**src/sv/ffc_pkg.sv**
```systemverilog
// ----------------------------------------------------------------------------
// ffc_pkg
// Types and constants shared by the four-function calculator core.
// ----------------------------------------------------------------------------
package ffc_pkg;

    localparam logic [2:0] KEY_DIGIT = 3'd0;
    localparam logic [2:0] KEY_ADD   = 3'd1;
    localparam logic [2:0] KEY_SUB   = 3'd2;
    localparam logic [2:0] KEY_MUL   = 3'd3;
    localparam logic [2:0] KEY_DIV   = 3'd4;
    localparam logic [2:0] KEY_EQU   = 3'd5;
    localparam logic [2:0] KEY_CLR   = 3'd6;

    localparam logic [3:0] DIGIT_MAX = 4'd9;

    localparam int VALUE_W   = 64;
    localparam int ALU_CNT_W = 7;

    typedef enum logic [2:0] {
        OP_NONE = 3'd0,
        OP_ADD  = 3'd1,
        OP_SUB  = 3'd2,
        OP_MUL  = 3'd3,
        OP_DIV  = 3'd4,
        OP_EQU  = 3'd5
    } t_op;

    typedef enum logic [2:0] {
        CMD_DIGIT,
        CMD_DIGIT_IGN,
        CMD_APPLY,
        CMD_CLEAR,
        CMD_NOP
    } t_cmd_kind;

    typedef struct packed {
        t_cmd_kind   kind;
        t_op         op;
        logic [3:0]  digit;
    } t_cmd;

    typedef struct packed {
        logic [2:0] mode;
        logic [3:0] digit_value;
    } t_in_item;

    typedef struct packed {
        logic signed [VALUE_W-1:0] shown_value;
        logic                      shows_entry;
        logic                      entry_overflow;
        logic                      divide_by_zero;
    } t_out_item;

    typedef struct packed {
        logic start;
        logic is_div;
    } t_alu_req;

    typedef struct packed {
        logic done;
    } t_alu_rsp;

    typedef enum logic [1:0] {
        AL_IDLE,
        AL_MUL,
        AL_DIV,
        AL_DONE
    } t_alu_state;

    typedef enum logic {
        BK_IDLE,
        BK_WAIT
    } t_back_state;

endpackage

```
**src/sv/ffc_front.sv**
```systemverilog
// ----------------------------------------------------------------------------
// ffc_front
// Classifies a key press into a command for the execution back end.
// ----------------------------------------------------------------------------
module ffc_front (
    input  ffc_pkg::t_in_item i_item,
    output ffc_pkg::t_cmd     o_cmd
);

    always_comb begin
        o_cmd.digit = i_item.digit_value;
        o_cmd.op    = ffc_pkg::OP_NONE;
        o_cmd.kind  = ffc_pkg::CMD_NOP;
        unique case (i_item.mode)
            ffc_pkg::KEY_DIGIT: begin
                if (i_item.digit_value <= ffc_pkg::DIGIT_MAX) begin
                    o_cmd.kind = ffc_pkg::CMD_DIGIT;
                end else begin
                    o_cmd.kind = ffc_pkg::CMD_DIGIT_IGN;
                end
            end
            ffc_pkg::KEY_ADD: begin
                o_cmd.kind = ffc_pkg::CMD_APPLY;
                o_cmd.op   = ffc_pkg::OP_ADD;
            end
            ffc_pkg::KEY_SUB: begin
                o_cmd.kind = ffc_pkg::CMD_APPLY;
                o_cmd.op   = ffc_pkg::OP_SUB;
            end
            ffc_pkg::KEY_MUL: begin
                o_cmd.kind = ffc_pkg::CMD_APPLY;
                o_cmd.op   = ffc_pkg::OP_MUL;
            end
            ffc_pkg::KEY_DIV: begin
                o_cmd.kind = ffc_pkg::CMD_APPLY;
                o_cmd.op   = ffc_pkg::OP_DIV;
            end
            ffc_pkg::KEY_EQU: begin
                o_cmd.kind = ffc_pkg::CMD_APPLY;
                o_cmd.op   = ffc_pkg::OP_EQU;
            end
            ffc_pkg::KEY_CLR: begin
                o_cmd.kind = ffc_pkg::CMD_CLEAR;
            end
            default: begin
                o_cmd.kind = ffc_pkg::CMD_NOP;
            end
        endcase
    end

endmodule

```
**src/sv/ffc_cmd_queue.sv**
```systemverilog
// ----------------------------------------------------------------------------
// ffc_cmd_queue
// Two-entry command queue between the front and the back end.
// ----------------------------------------------------------------------------
module ffc_cmd_queue (
    input  logic          i_clk,
    input  logic          i_rst_n,
    input  logic          i_push,
    input  ffc_pkg::t_cmd i_cmd,
    output logic          o_full,
    input  logic          i_pop,
    output ffc_pkg::t_cmd o_cmd,
    output logic          o_empty
);

    ffc_pkg::t_cmd r_mem [0:1];
    logic          r_wr;
    logic          r_rd;
    logic [1:0]    r_cnt;
    logic          n_wr;
    logic          n_rd;
    logic [1:0]    n_cnt;
    logic          w_wr_en;
    logic          w_rd_en;

    assign o_full  = (r_cnt == 2'd2);
    assign o_empty = (r_cnt == 2'd0);
    assign o_cmd   = r_mem[r_rd];
    assign w_wr_en = i_push && !o_full;
    assign w_rd_en = i_pop && !o_empty;

    always_comb begin
        n_wr  = r_wr ^ w_wr_en;
        n_rd  = r_rd ^ w_rd_en;
        n_cnt = r_cnt + {1'b0, w_wr_en} - {1'b0, w_rd_en};
    end

    always_ff @(posedge i_clk) begin
        if (!i_rst_n) begin
            r_wr  <= 1'b0;
            r_rd  <= 1'b0;
            r_cnt <= 2'd0;
        end else begin
            r_wr  <= n_wr;
            r_rd  <= n_rd;
            r_cnt <= n_cnt;
        end
    end

    always_ff @(posedge i_clk) begin
        if (w_wr_en) begin
            r_mem[r_wr] <= i_cmd;
        end
    end

endmodule

```
**src/sv/ffc_alu.sv**
```systemverilog
// ----------------------------------------------------------------------------
// ffc_alu
// Iterative shift-add multiplier and restoring divider, one bit per cycle.
// ----------------------------------------------------------------------------
module ffc_alu #(
    parameter int ENTRY_W = 27
) (
    input  logic                        i_clk,
    input  logic                        i_rst_n,
    input  ffc_pkg::t_alu_req           i_req,
    input  logic [ffc_pkg::VALUE_W-1:0] i_a,
    input  logic [ENTRY_W-1:0]          i_b,
    output ffc_pkg::t_alu_rsp           o_rsp,
    output logic [ffc_pkg::VALUE_W-1:0] o_res
);

    localparam int VW = ffc_pkg::VALUE_W;
    localparam int CW = ffc_pkg::ALU_CNT_W;

    ffc_pkg::t_alu_state r_state;
    ffc_pkg::t_alu_state n_state;
    logic [CW-1:0]       r_cnt;
    logic [CW-1:0]       n_cnt;
    logic [VW-1:0]       r_a;
    logic [VW-1:0]       n_a;
    logic [ENTRY_W-1:0]  r_b;
    logic [ENTRY_W-1:0]  n_b;
    logic [VW-1:0]       r_acc;
    logic [VW-1:0]       n_acc;
    logic [ENTRY_W-1:0]  r_rem;
    logic [ENTRY_W-1:0]  n_rem;
    logic                r_neg;
    logic                n_neg;
    logic                r_div;
    logic                n_div;
    logic [ENTRY_W:0]    w_sh;
    logic [ENTRY_W:0]    w_diff;
    logic                w_ge;

    assign w_sh   = {r_rem, r_a[VW-1]};
    assign w_diff = w_sh - {1'b0, r_b};
    assign w_ge   = (w_sh >= {1'b0, r_b});

    always_comb begin
        n_state = r_state;
        unique case (r_state)
            ffc_pkg::AL_IDLE: begin
                if (i_req.start) begin
                    n_state = i_req.is_div ? ffc_pkg::AL_DIV : ffc_pkg::AL_MUL;
                end
            end
            ffc_pkg::AL_MUL, ffc_pkg::AL_DIV: begin
                if (r_cnt == '0) begin
                    n_state = ffc_pkg::AL_DONE;
                end
            end
            ffc_pkg::AL_DONE: begin
                n_state = ffc_pkg::AL_IDLE;
            end
            default: begin
                n_state = ffc_pkg::AL_IDLE;
            end
        endcase
    end

    always_comb begin
        n_cnt = r_cnt;
        n_a   = r_a;
        n_b   = r_b;
        n_acc = r_acc;
        n_rem = r_rem;
        n_neg = r_neg;
        n_div = r_div;
        unique case (r_state)
            ffc_pkg::AL_IDLE: begin
                if (i_req.start) begin
                    n_div = i_req.is_div;
                    n_b   = i_b;
                    n_acc = '0;
                    n_rem = '0;
                    n_neg = i_a[VW-1];
                    if (i_req.is_div) begin
                        n_cnt = CW'(VW - 1);
                        n_a   = i_a[VW-1] ? (VW'(0) - i_a) : i_a;
                    end else begin
                        n_cnt = CW'(ENTRY_W - 1);
                        n_a   = i_a;
                    end
                end
            end
            ffc_pkg::AL_MUL: begin
                if (r_b[0]) begin
                    n_acc = r_acc + r_a;
                end
                n_a   = {r_a[VW-2:0], 1'b0};
                n_b   = {1'b0, r_b[ENTRY_W-1:1]};
                n_cnt = r_cnt - CW'(1);
            end
            ffc_pkg::AL_DIV: begin
                n_rem = w_ge ? w_diff[ENTRY_W-1:0] : w_sh[ENTRY_W-1:0];
                n_a   = {r_a[VW-2:0], w_ge};
                n_cnt = r_cnt - CW'(1);
            end
            default: begin
                n_cnt = r_cnt;
            end
        endcase
    end

    always_ff @(posedge i_clk) begin
        if (!i_rst_n) begin
            r_state <= ffc_pkg::AL_IDLE;
        end else begin
            r_state <= n_state;
        end
    end

    always_ff @(posedge i_clk) begin
        r_cnt <= n_cnt;
        r_a   <= n_a;
        r_b   <= n_b;
        r_acc <= n_acc;
        r_rem <= n_rem;
        r_neg <= n_neg;
        r_div <= n_div;
    end

    assign o_rsp.done = (r_state == ffc_pkg::AL_DONE);

    always_comb begin
        if (r_div) begin
            o_res = r_neg ? (VW'(0) - r_a) : r_a;
        end else begin
            o_res = r_acc;
        end
    end

endmodule

```
**src/sv/ffc_back.sv**
```systemverilog
// ----------------------------------------------------------------------------
// ffc_back
// Execution back end: calculator state, command sequencing and result slot.
// ----------------------------------------------------------------------------
module ffc_back #(
    parameter int MAX_ENTRY_DIGITS = 8,
    parameter int ENTRY_W          = 27,
    parameter int CNT_W            = 4
) (
    input  logic               i_clk,
    input  logic               i_rst_n,
    input  ffc_pkg::t_cmd      i_cmd,
    input  logic               i_cmd_valid,
    output logic               o_cmd_pop,
    output ffc_pkg::t_out_item o_res,
    output logic               o_res_valid,
    input  logic               i_res_pop
);

    localparam int VW = ffc_pkg::VALUE_W;

    ffc_pkg::t_back_state r_state;
    ffc_pkg::t_back_state n_state;
    logic [VW-1:0]        r_run;
    logic [VW-1:0]        n_run;
    logic [ENTRY_W-1:0]   r_entry;
    logic [ENTRY_W-1:0]   n_entry;
    logic [CNT_W-1:0]     r_digits;
    logic [CNT_W-1:0]     n_digits;
    ffc_pkg::t_op         r_pending;
    ffc_pkg::t_op         n_pending;
    ffc_pkg::t_op         r_key;
    ffc_pkg::t_op         n_key;
    ffc_pkg::t_out_item   r_res;
    ffc_pkg::t_out_item   n_res;
    logic                 r_res_valid;
    logic                 n_res_valid;
    logic                 w_take;
    logic                 w_need_alu;
    logic [ENTRY_W+2:0]   w_e10;
    logic [VW-1:0]        w_entry_x;
    ffc_pkg::t_alu_req    w_alu_req;
    ffc_pkg::t_alu_rsp    w_alu_rsp;
    logic [VW-1:0]        w_alu_res;

    assign w_take     = (r_state == ffc_pkg::BK_IDLE) && i_cmd_valid && !r_res_valid;
    assign w_entry_x  = VW'(r_entry);
    assign w_e10      = {r_entry, 3'b000} + {2'b00, r_entry, 1'b0}
                      + (ENTRY_W + 3)'(i_cmd.digit);
    assign w_need_alu = (i_cmd.kind == ffc_pkg::CMD_APPLY)
                     && ((r_pending == ffc_pkg::OP_MUL)
                      || ((r_pending == ffc_pkg::OP_DIV) && (r_entry != '0)));

    assign w_alu_req.start  = w_take && w_need_alu;
    assign w_alu_req.is_div = (r_pending == ffc_pkg::OP_DIV);

    ffc_alu #(
        .ENTRY_W (ENTRY_W)
    ) u_alu (
        .i_clk   (i_clk),
        .i_rst_n (i_rst_n),
        .i_req   (w_alu_req),
        .i_a     (r_run),
        .i_b     (r_entry),
        .o_rsp   (w_alu_rsp),
        .o_res   (w_alu_res)
    );

    assign o_cmd_pop   = w_take;
    assign o_res       = r_res;
    assign o_res_valid = r_res_valid;

    always_comb begin
        n_state = r_state;
        unique case (r_state)
            ffc_pkg::BK_IDLE: begin
                if (w_take && w_need_alu) begin
                    n_state = ffc_pkg::BK_WAIT;
                end
            end
            ffc_pkg::BK_WAIT: begin
                if (w_alu_rsp.done) begin
                    n_state = ffc_pkg::BK_IDLE;
                end
            end
            default: begin
                n_state = ffc_pkg::BK_IDLE;
            end
        endcase
    end

    always_comb begin
        n_run       = r_run;
        n_entry     = r_entry;
        n_digits    = r_digits;
        n_pending   = r_pending;
        n_key       = r_key;
        n_res       = r_res;
        n_res_valid = r_res_valid && !i_res_pop;
        unique case (r_state)
            ffc_pkg::BK_IDLE: begin
                if (w_take) begin
                    n_res.shows_entry    = 1'b0;
                    n_res.entry_overflow = 1'b0;
                    n_res.divide_by_zero = 1'b0;
                    n_res_valid          = 1'b1;
                    unique case (i_cmd.kind)
                        ffc_pkg::CMD_DIGIT: begin
                            n_res.shows_entry = 1'b1;
                            if (r_digits < CNT_W'(MAX_ENTRY_DIGITS)) begin
                                n_entry  = w_e10[ENTRY_W-1:0];
                                n_digits = r_digits + CNT_W'(1);
                            end else begin
                                n_res.entry_overflow = 1'b1;
                            end
                            n_res.shown_value = VW'(n_entry);
                        end
                        ffc_pkg::CMD_DIGIT_IGN: begin
                            n_res.shows_entry = 1'b1;
                            n_res.shown_value = w_entry_x;
                        end
                        ffc_pkg::CMD_APPLY: begin
                            n_entry   = '0;
                            n_digits  = '0;
                            n_pending = i_cmd.op;
                            n_key     = i_cmd.op;
                            unique case (r_pending)
                                ffc_pkg::OP_ADD: n_run = r_run + w_entry_x;
                                ffc_pkg::OP_SUB: n_run = r_run - w_entry_x;
                                ffc_pkg::OP_MUL: n_res_valid = 1'b0;
                                ffc_pkg::OP_DIV: begin
                                    if (r_entry == '0) begin
                                        n_run                = '0;
                                        n_res.divide_by_zero = 1'b1;
                                    end else begin
                                        n_res_valid = 1'b0;
                                    end
                                end
                                ffc_pkg::OP_EQU: n_run = r_run;
                                default:         n_run = w_entry_x;
                            endcase
                            n_res.shown_value = n_run;
                        end
                        ffc_pkg::CMD_CLEAR: begin
                            n_run             = '0;
                            n_entry           = '0;
                            n_digits          = '0;
                            n_pending         = ffc_pkg::OP_NONE;
                            n_res.shown_value = '0;
                        end
                        default: begin
                            n_res.shown_value = r_run;
                        end
                    endcase
                end
            end
            ffc_pkg::BK_WAIT: begin
                if (w_alu_rsp.done) begin
                    n_run                = w_alu_res;
                    n_pending            = r_key;
                    n_res.shown_value    = w_alu_res;
                    n_res.shows_entry    = 1'b0;
                    n_res.entry_overflow = 1'b0;
                    n_res.divide_by_zero = 1'b0;
                    n_res_valid          = 1'b1;
                end
            end
            default: begin
                n_res_valid = r_res_valid;
            end
        endcase
    end

    always_ff @(posedge i_clk) begin
        if (!i_rst_n) begin
            r_state     <= ffc_pkg::BK_IDLE;
            r_run       <= '0;
            r_entry     <= '0;
            r_digits    <= '0;
            r_pending   <= ffc_pkg::OP_NONE;
            r_res_valid <= 1'b0;
        end else begin
            r_state     <= n_state;
            r_run       <= n_run;
            r_entry     <= n_entry;
            r_digits    <= n_digits;
            r_pending   <= n_pending;
            r_res_valid <= n_res_valid;
        end
    end

    always_ff @(posedge i_clk) begin
        r_key <= n_key;
        r_res <= n_res;
    end

`ifndef NO_ASSERTIONS
    a_digits_bound: assert property (@(posedge i_clk) disable iff (!i_rst_n)
        r_digits <= CNT_W'(MAX_ENTRY_DIGITS))
        else $error("digit count beyond entry capacity");

    a_wait_slot_free: assert property (@(posedge i_clk) disable iff (!i_rst_n)
        (r_state == ffc_pkg::BK_WAIT) |-> !r_res_valid)
        else $error("result slot busy while arithmetic unit runs");

    a_done_in_wait: assert property (@(posedge i_clk) disable iff (!i_rst_n)
        w_alu_rsp.done |-> (r_state == ffc_pkg::BK_WAIT))
        else $error("arithmetic unit finished with no command waiting");

    a_wait_gives_result: assert property (@(posedge i_clk) disable iff (!i_rst_n)
        ((r_state == ffc_pkg::BK_WAIT) && w_alu_rsp.done) |=> r_res_valid)
        else $error("finished multiply or divide left no result");
`endif

endmodule

```
**src/sv/four_function_calculator_core.sv**
```systemverilog
// ----------------------------------------------------------------------------
// four_function_calculator_core
// Immediate-execution four-function calculator, one key press per item.
// Items with a multiply, or a divide by a non-zero entry, pending wait for the
// iterative arithmetic unit; all other items give their result without it.
// Throughput: one item in execution; the next starts once its result is popped.
// Synchronous reset clears all calculator state, the command queue and the result slot.
// ----------------------------------------------------------------------------
module four_function_calculator_core #(
    parameter int MAX_ENTRY_DIGITS = 8
) (
    input  logic               i_clk,
    input  logic               i_rst_n,
    input  logic               push,
    output logic               full,
    input  ffc_pkg::t_in_item  i_item,
    output logic               empty,
    input  logic               pop,
    output ffc_pkg::t_out_item o_result
);

    localparam logic [63:0] ENTRY_LIMIT = 64'(64'd10 ** MAX_ENTRY_DIGITS);
    localparam int          ENTRY_W     = $clog2(ENTRY_LIMIT);
    localparam int          CNT_W       = $clog2(MAX_ENTRY_DIGITS + 1);

    ffc_pkg::t_cmd w_front_cmd;
    ffc_pkg::t_cmd w_q_cmd;
    logic          w_q_empty;
    logic          w_q_pop;
    logic          w_res_valid;

    ffc_front u_front (
        .i_item (i_item),
        .o_cmd  (w_front_cmd)
    );

    ffc_cmd_queue u_queue (
        .i_clk   (i_clk),
        .i_rst_n (i_rst_n),
        .i_push  (push),
        .i_cmd   (w_front_cmd),
        .o_full  (full),
        .i_pop   (w_q_pop),
        .o_cmd   (w_q_cmd),
        .o_empty (w_q_empty)
    );

    ffc_back #(
        .MAX_ENTRY_DIGITS (MAX_ENTRY_DIGITS),
        .ENTRY_W          (ENTRY_W),
        .CNT_W            (CNT_W)
    ) u_back (
        .i_clk       (i_clk),
        .i_rst_n     (i_rst_n),
        .i_cmd       (w_q_cmd),
        .i_cmd_valid (!w_q_empty),
        .o_cmd_pop   (w_q_pop),
        .o_res       (o_result),
        .o_res_valid (w_res_valid),
        .i_res_pop   (pop)
    );

    assign empty = !w_res_valid;

endmodule

```
**config.mk**
```make
export PLATFORM = sky130hd
export DESIGN_NAME = four_function_calculator_core
export DESIGN_NICKNAME = d
export VERILOG_FILES = /design/src/sv/ffc_pkg.sv /design/src/sv/ffc_front.sv /design/src/sv/ffc_cmd_queue.sv /design/src/sv/ffc_alu.sv /design/src/sv/ffc_back.sv /design/src/sv/four_function_calculator_core.sv
export SDC_FILE = /design/constraint.sdc
export NUM_CORES = 2
export LEC_CHECK = 0
export ABC_AREA = 1
export BUFFER_PORTS_ARGS = -buffer_cell sky130_fd_sc_hd__buf_2
export CAP_MARGIN = 40
export CORE_MARGIN = 4
export CORE_UTILIZATION = 35
export DETAILED_ROUTE_END_ITERATION = 8
export PLACE_DENSITY = 0.61
export RECOVER_POWER = 50
export SYNTH_ARGS = -nofsm -noshare
export SYNTH_HDL_FRONTEND = slang
export SYNTH_SLANG_ARGS = --single-unit
export TNS_END_PERCENT = 5
```
**constraint.sdc**
```tcl
create_clock -name i_clk -period 9.3 [get_ports i_clk]
set_clock_uncertainty 0.05 [all_clocks]
set_input_delay 0.93 -clock i_clk [delete_from_list [all_inputs] [get_ports i_clk]]
set_output_delay 0.93 -clock i_clk [all_outputs]
set_load 0.005 [all_outputs]
```
==> impl_metrics.json <==
{
  "cts_resized": 0,
  "htree_num_levels": 2,
  "cts.sinks": 388,
  "cts_hold_buf": 0,
  "r2r_slack_ns": 2.39,
  "synth_cell_types": 62,
  "seq_area_frac_synth": 0.282,
  "most-common-layout-cells": "nand2_1 (1767), inv_1 (851), nor2_1 (675)",
  "cp_slowest_stage_delay_ns": 1.33,
  "cpMostUsedCell": "inv_1",
  "hp-class": "flip-flop to flip-flop",
  "total_power_mw": 14.3,
  "p_per_area_nw_per_um2": 349,
  "intPower_mw": 6.18,
  "die-area_um2": 113000,
  "chipWidth_um": 336,
  "ys_warn_count": 0,
  "switchingPower_mw": 8.10,
  "insertion_delay_ns": 0.65,
  "p_leak_nw": 18.9,
  "routed-via-count": 41400,
  "finalSetupViolCount": 0,
  "start_util": 0.355,
  "p_comb_frac": 0.658,
  "place.gp.congestion": 1.03,
  "worst-setup-path-type": "flip-flop to flip-flop",
  "io_buffers": 79,
  "tightest_slew_ns": 3.79,
  "cts_buffers": 50,
  "post-route-min-period_ns": 6.91,
  "dp_hpwl_um": 125000,
  "max_cap_violations": 11,
  "viasPerCell": 5.55,
  "ys.flop_type": "edfxtp_1",
  "antenna_found_initial": 8,
  "cp-start-kind": "flip-flop",
  "fin_nets": 6257,
  "p_seq_frac": 0.190,
  "syn_to_final_growth_pct": 8.90,
  "syn-num-nets": 6260,
  "io_pins": 80,
  "synthArstFlopShare": 0,
  "pwr-share-clk": 0.152,
  "syn_area_um2": 37600,
  "status": "finished, violations left",
  "overflow": 0,
  "ys_ff_latch": 388,
  "fin_crit_sh": 0.743,
  "worst_slack_ns": 2.39,
  "cts-root-to-sink-buffers": 3,
  "fmax_mhz": 145,
  "rows": 119,
  "rsz0062_at_grt": "no",
  "cts_tree": "built",
  "tns_ns": 0,
  "grt_pass1_wl_um": 232000,
  "final_common_cell": "nand2_1",
  "hold_viol": 0,
  "clk_pin_slew_ns": 0.06,
  "end_kind": "flip-flop",
  "dr.pass1.iters": 7,
  "synth_edf_count": 281,
  "cts_setup_buffers": 0,
  "max_slew_margin": -1.53,
  "syn_area_per_cell_um2": 6.23,
  "routed_wl_um": 158000,
  "die_height_um": 336,
  "switching_share": 0.567,
  "crit_arrival_ns": 7.18,
  "r2r_end": "u_back.u_alu.r_acc[53]",
  "drc": 0,
  "endpoint": "u_back.u_alu.r_acc[53]",
  "required_ns": 9.57,
  "r2r_cells": 16,
  "drive_gt1_frac": 0.0363,
  "place_ws_ns": 4.50,
  "wl_per_cell_um": 21.1,
  "peakVddDrop_v": 0.000162,
  "cpMaxStageDelayCell": "nor2_1",
  "drtIter0Drc": 4935,
  "worstPathCellList": "inv_1 > nand2_1 > nand2_1 > nor2_8 > inv_1 > nor2_1 > inv_1 > nor2_2 > nand2_1 > nor2_1 > inv_1 > o21ai_2 > buf_4 > o21a_2 > buf_4 > buf_12",
  "grt_max_degree": 89,
  "ant_nets": 0,
  "violations": "max-capacitance violations, max-slew violations",
  "report.final.slew_viol_count": 500,
  "path_max_fanout": 41,
  "root_buffer": "clkbuf_16",
  "grt_pass1_vias": 37900,
  "holdWs_ns": 0.402,
  "core_um2": 106000,
  "syn_inst": 6027,
  "grt.total_usage": 0.270
}
==> power groups by stage <==
stage	sequential [mW]	combinational (mW)	clock (mW)
2_1_floorplan	2.51	6.40	0
3_3_place_gp	2.71	9.17	0
3_5_place_dp	2.70	9.21	0
4_1_cts	2.67	9.24	2.20
5_1_grt	2.73	10.4	2.27
6_report	2.71	9.40	2.17
==> area by class of cell <==
class	instances	area (um2)
Antenna cell	2	5.00
Multi-Input combinational cell	4595	22900
Sequential cell	388	10600
Tap cell	1391	1740
Inverter	871	3270
Timing Repair Buffer	118	641
Fill cell	11600	64900
Clock buffer	63	1320
Clock inverter	31	445
==> routing by layer <==
metal  track usage  wire, um  up-vias
li1              -         -    19800
met1         0.373     66700    19100
met2         0.408     66200     2126
met3        0.0607     17800      322
met4         0.105      6920        2
met5             0        13        -
==> worst min path at each step <==
stage | from | to | cells past startpoint
finish | u_queue.r_rd | flip-flop | 1
global route | u_queue.r_rd | flip-flop | 1
CTS | u_queue.r_rd | u_queue.r_rd | 1
detailed placement | u_queue.r_rd | u_queue.r_rd | 1
global placement | u_queue.r_rd | u_queue.r_rd | 1
floorplan | u_queue.r_rd | flip-flop | 1
==> critical path: cells and delay by family, from the launching register on <==
family,cells,cell delay [ns]
AND/OR/NAND/NOR,7,3.26
buffers and inverters,7,2.29
flip-flops,1,0.61
AO/OA/AOI/OAI,2,0.29
==> logic make-up (layout without fill, tap and decap cells) <==
family          count (synthesis)  after routing  share of synthesized area
flops                         388            388                      0.282
buf+inv                      1044           1083                      0.107
fa+ha+maj                     222            222                     0.0749
xor+xnor                       77             77                     0.0179
mux                             1              1                   0.000599
compound gates               1134           1134                      0.167
other cells                     0              2                          0
simple gates                 3161           3161                      0.350
==> registers in the layout (all words and copies together), names as in the netlist, 3 cells and up, named ones only <==
name and count:
u_back.o_res 67, u_back.u_alu.r_a 64, u_back.r_digits 4, u_back.u_alu.r_cnt 7, u_back.r_entry 27, u_queue.r_mem 20, u_back.u_alu.r_b 27, u_back.r_key 3
u_back.u_alu.r_rem 27, u_back.r_run 64, u_back.u_alu.r_acc 64, u_back.r_pending 3
==> synthesized netlist by cell type (6+ instances only) <==
| cell type | number | area (um2) |
|---|---|---|
| o21ai_1 | 27 | 135 |
| nor2_2 | 10 | 62.6 |
| nand4_1 | 70 | 438 |
| nor3_1 | 89 | 445 |
| a31oi_1 | 34 | 213 |
| o21ba_1 | 7 | 70.1 |
| a32oi_1 | 20 | 175 |
| ha_1 | 217 | 2720 |
| inv_1 | 846 | 3180 |
| inv_2 | 23 | 86.3 |
| a221oi_1 | 7 | 61.3 |
| o21bai_1 | 26 | 195 |
| nand3b_1 | 23 | 173 |
| o211ai_1 | 27 | 203 |
| nand2_1 | 1766 | 6630 |
| o22ai_1 | 32 | 200 |
| o31ai_1 | 6 | 45.0 |
| o21a_1 | 21 | 158 |
| or2_2 | 20 | 125 |
| a21o_1 | 14 | 105 |
| buf_1 | 18 | 67.6 |
| nor2_1 | 672 | 2520 |
| buf_4 | 17 | 128 |
| a21boi_0 | 12 | 90.1 |
| edfxtp_1 | 281 | 8440 |
| buf_2 | 33 | 165 |
| a21oi_1 | 492 | 2460 |
| nor2_4 | 7 | 78.8 |
| nand2_2 | 8 | 50.1 |
| xnor2_1 | 17 | 149 |
| nor4_1 | 16 | 100 |
| nand3_1 | 456 | 2280 |
| o21ai_0 | 382 | 1910 |
| clkbuf_1 | 103 | 387 |
| dfxtp_1 | 107 | 2140 |
| xor2_1 | 60 | 526 |
==> stage by stage <==
step	instances	util	area, um2
2_1_floorplan	6027	-	37600
4_1_cts	7457	0.389	41100
5_1_grt	7457	0.386	40900
3_3_place_gp	7358	0.371	39300
6_report	7459	0.387	40900
3_5_place_dp	7363	0.372	39400
Note: power is estimated with default switching activity, not from simulation.
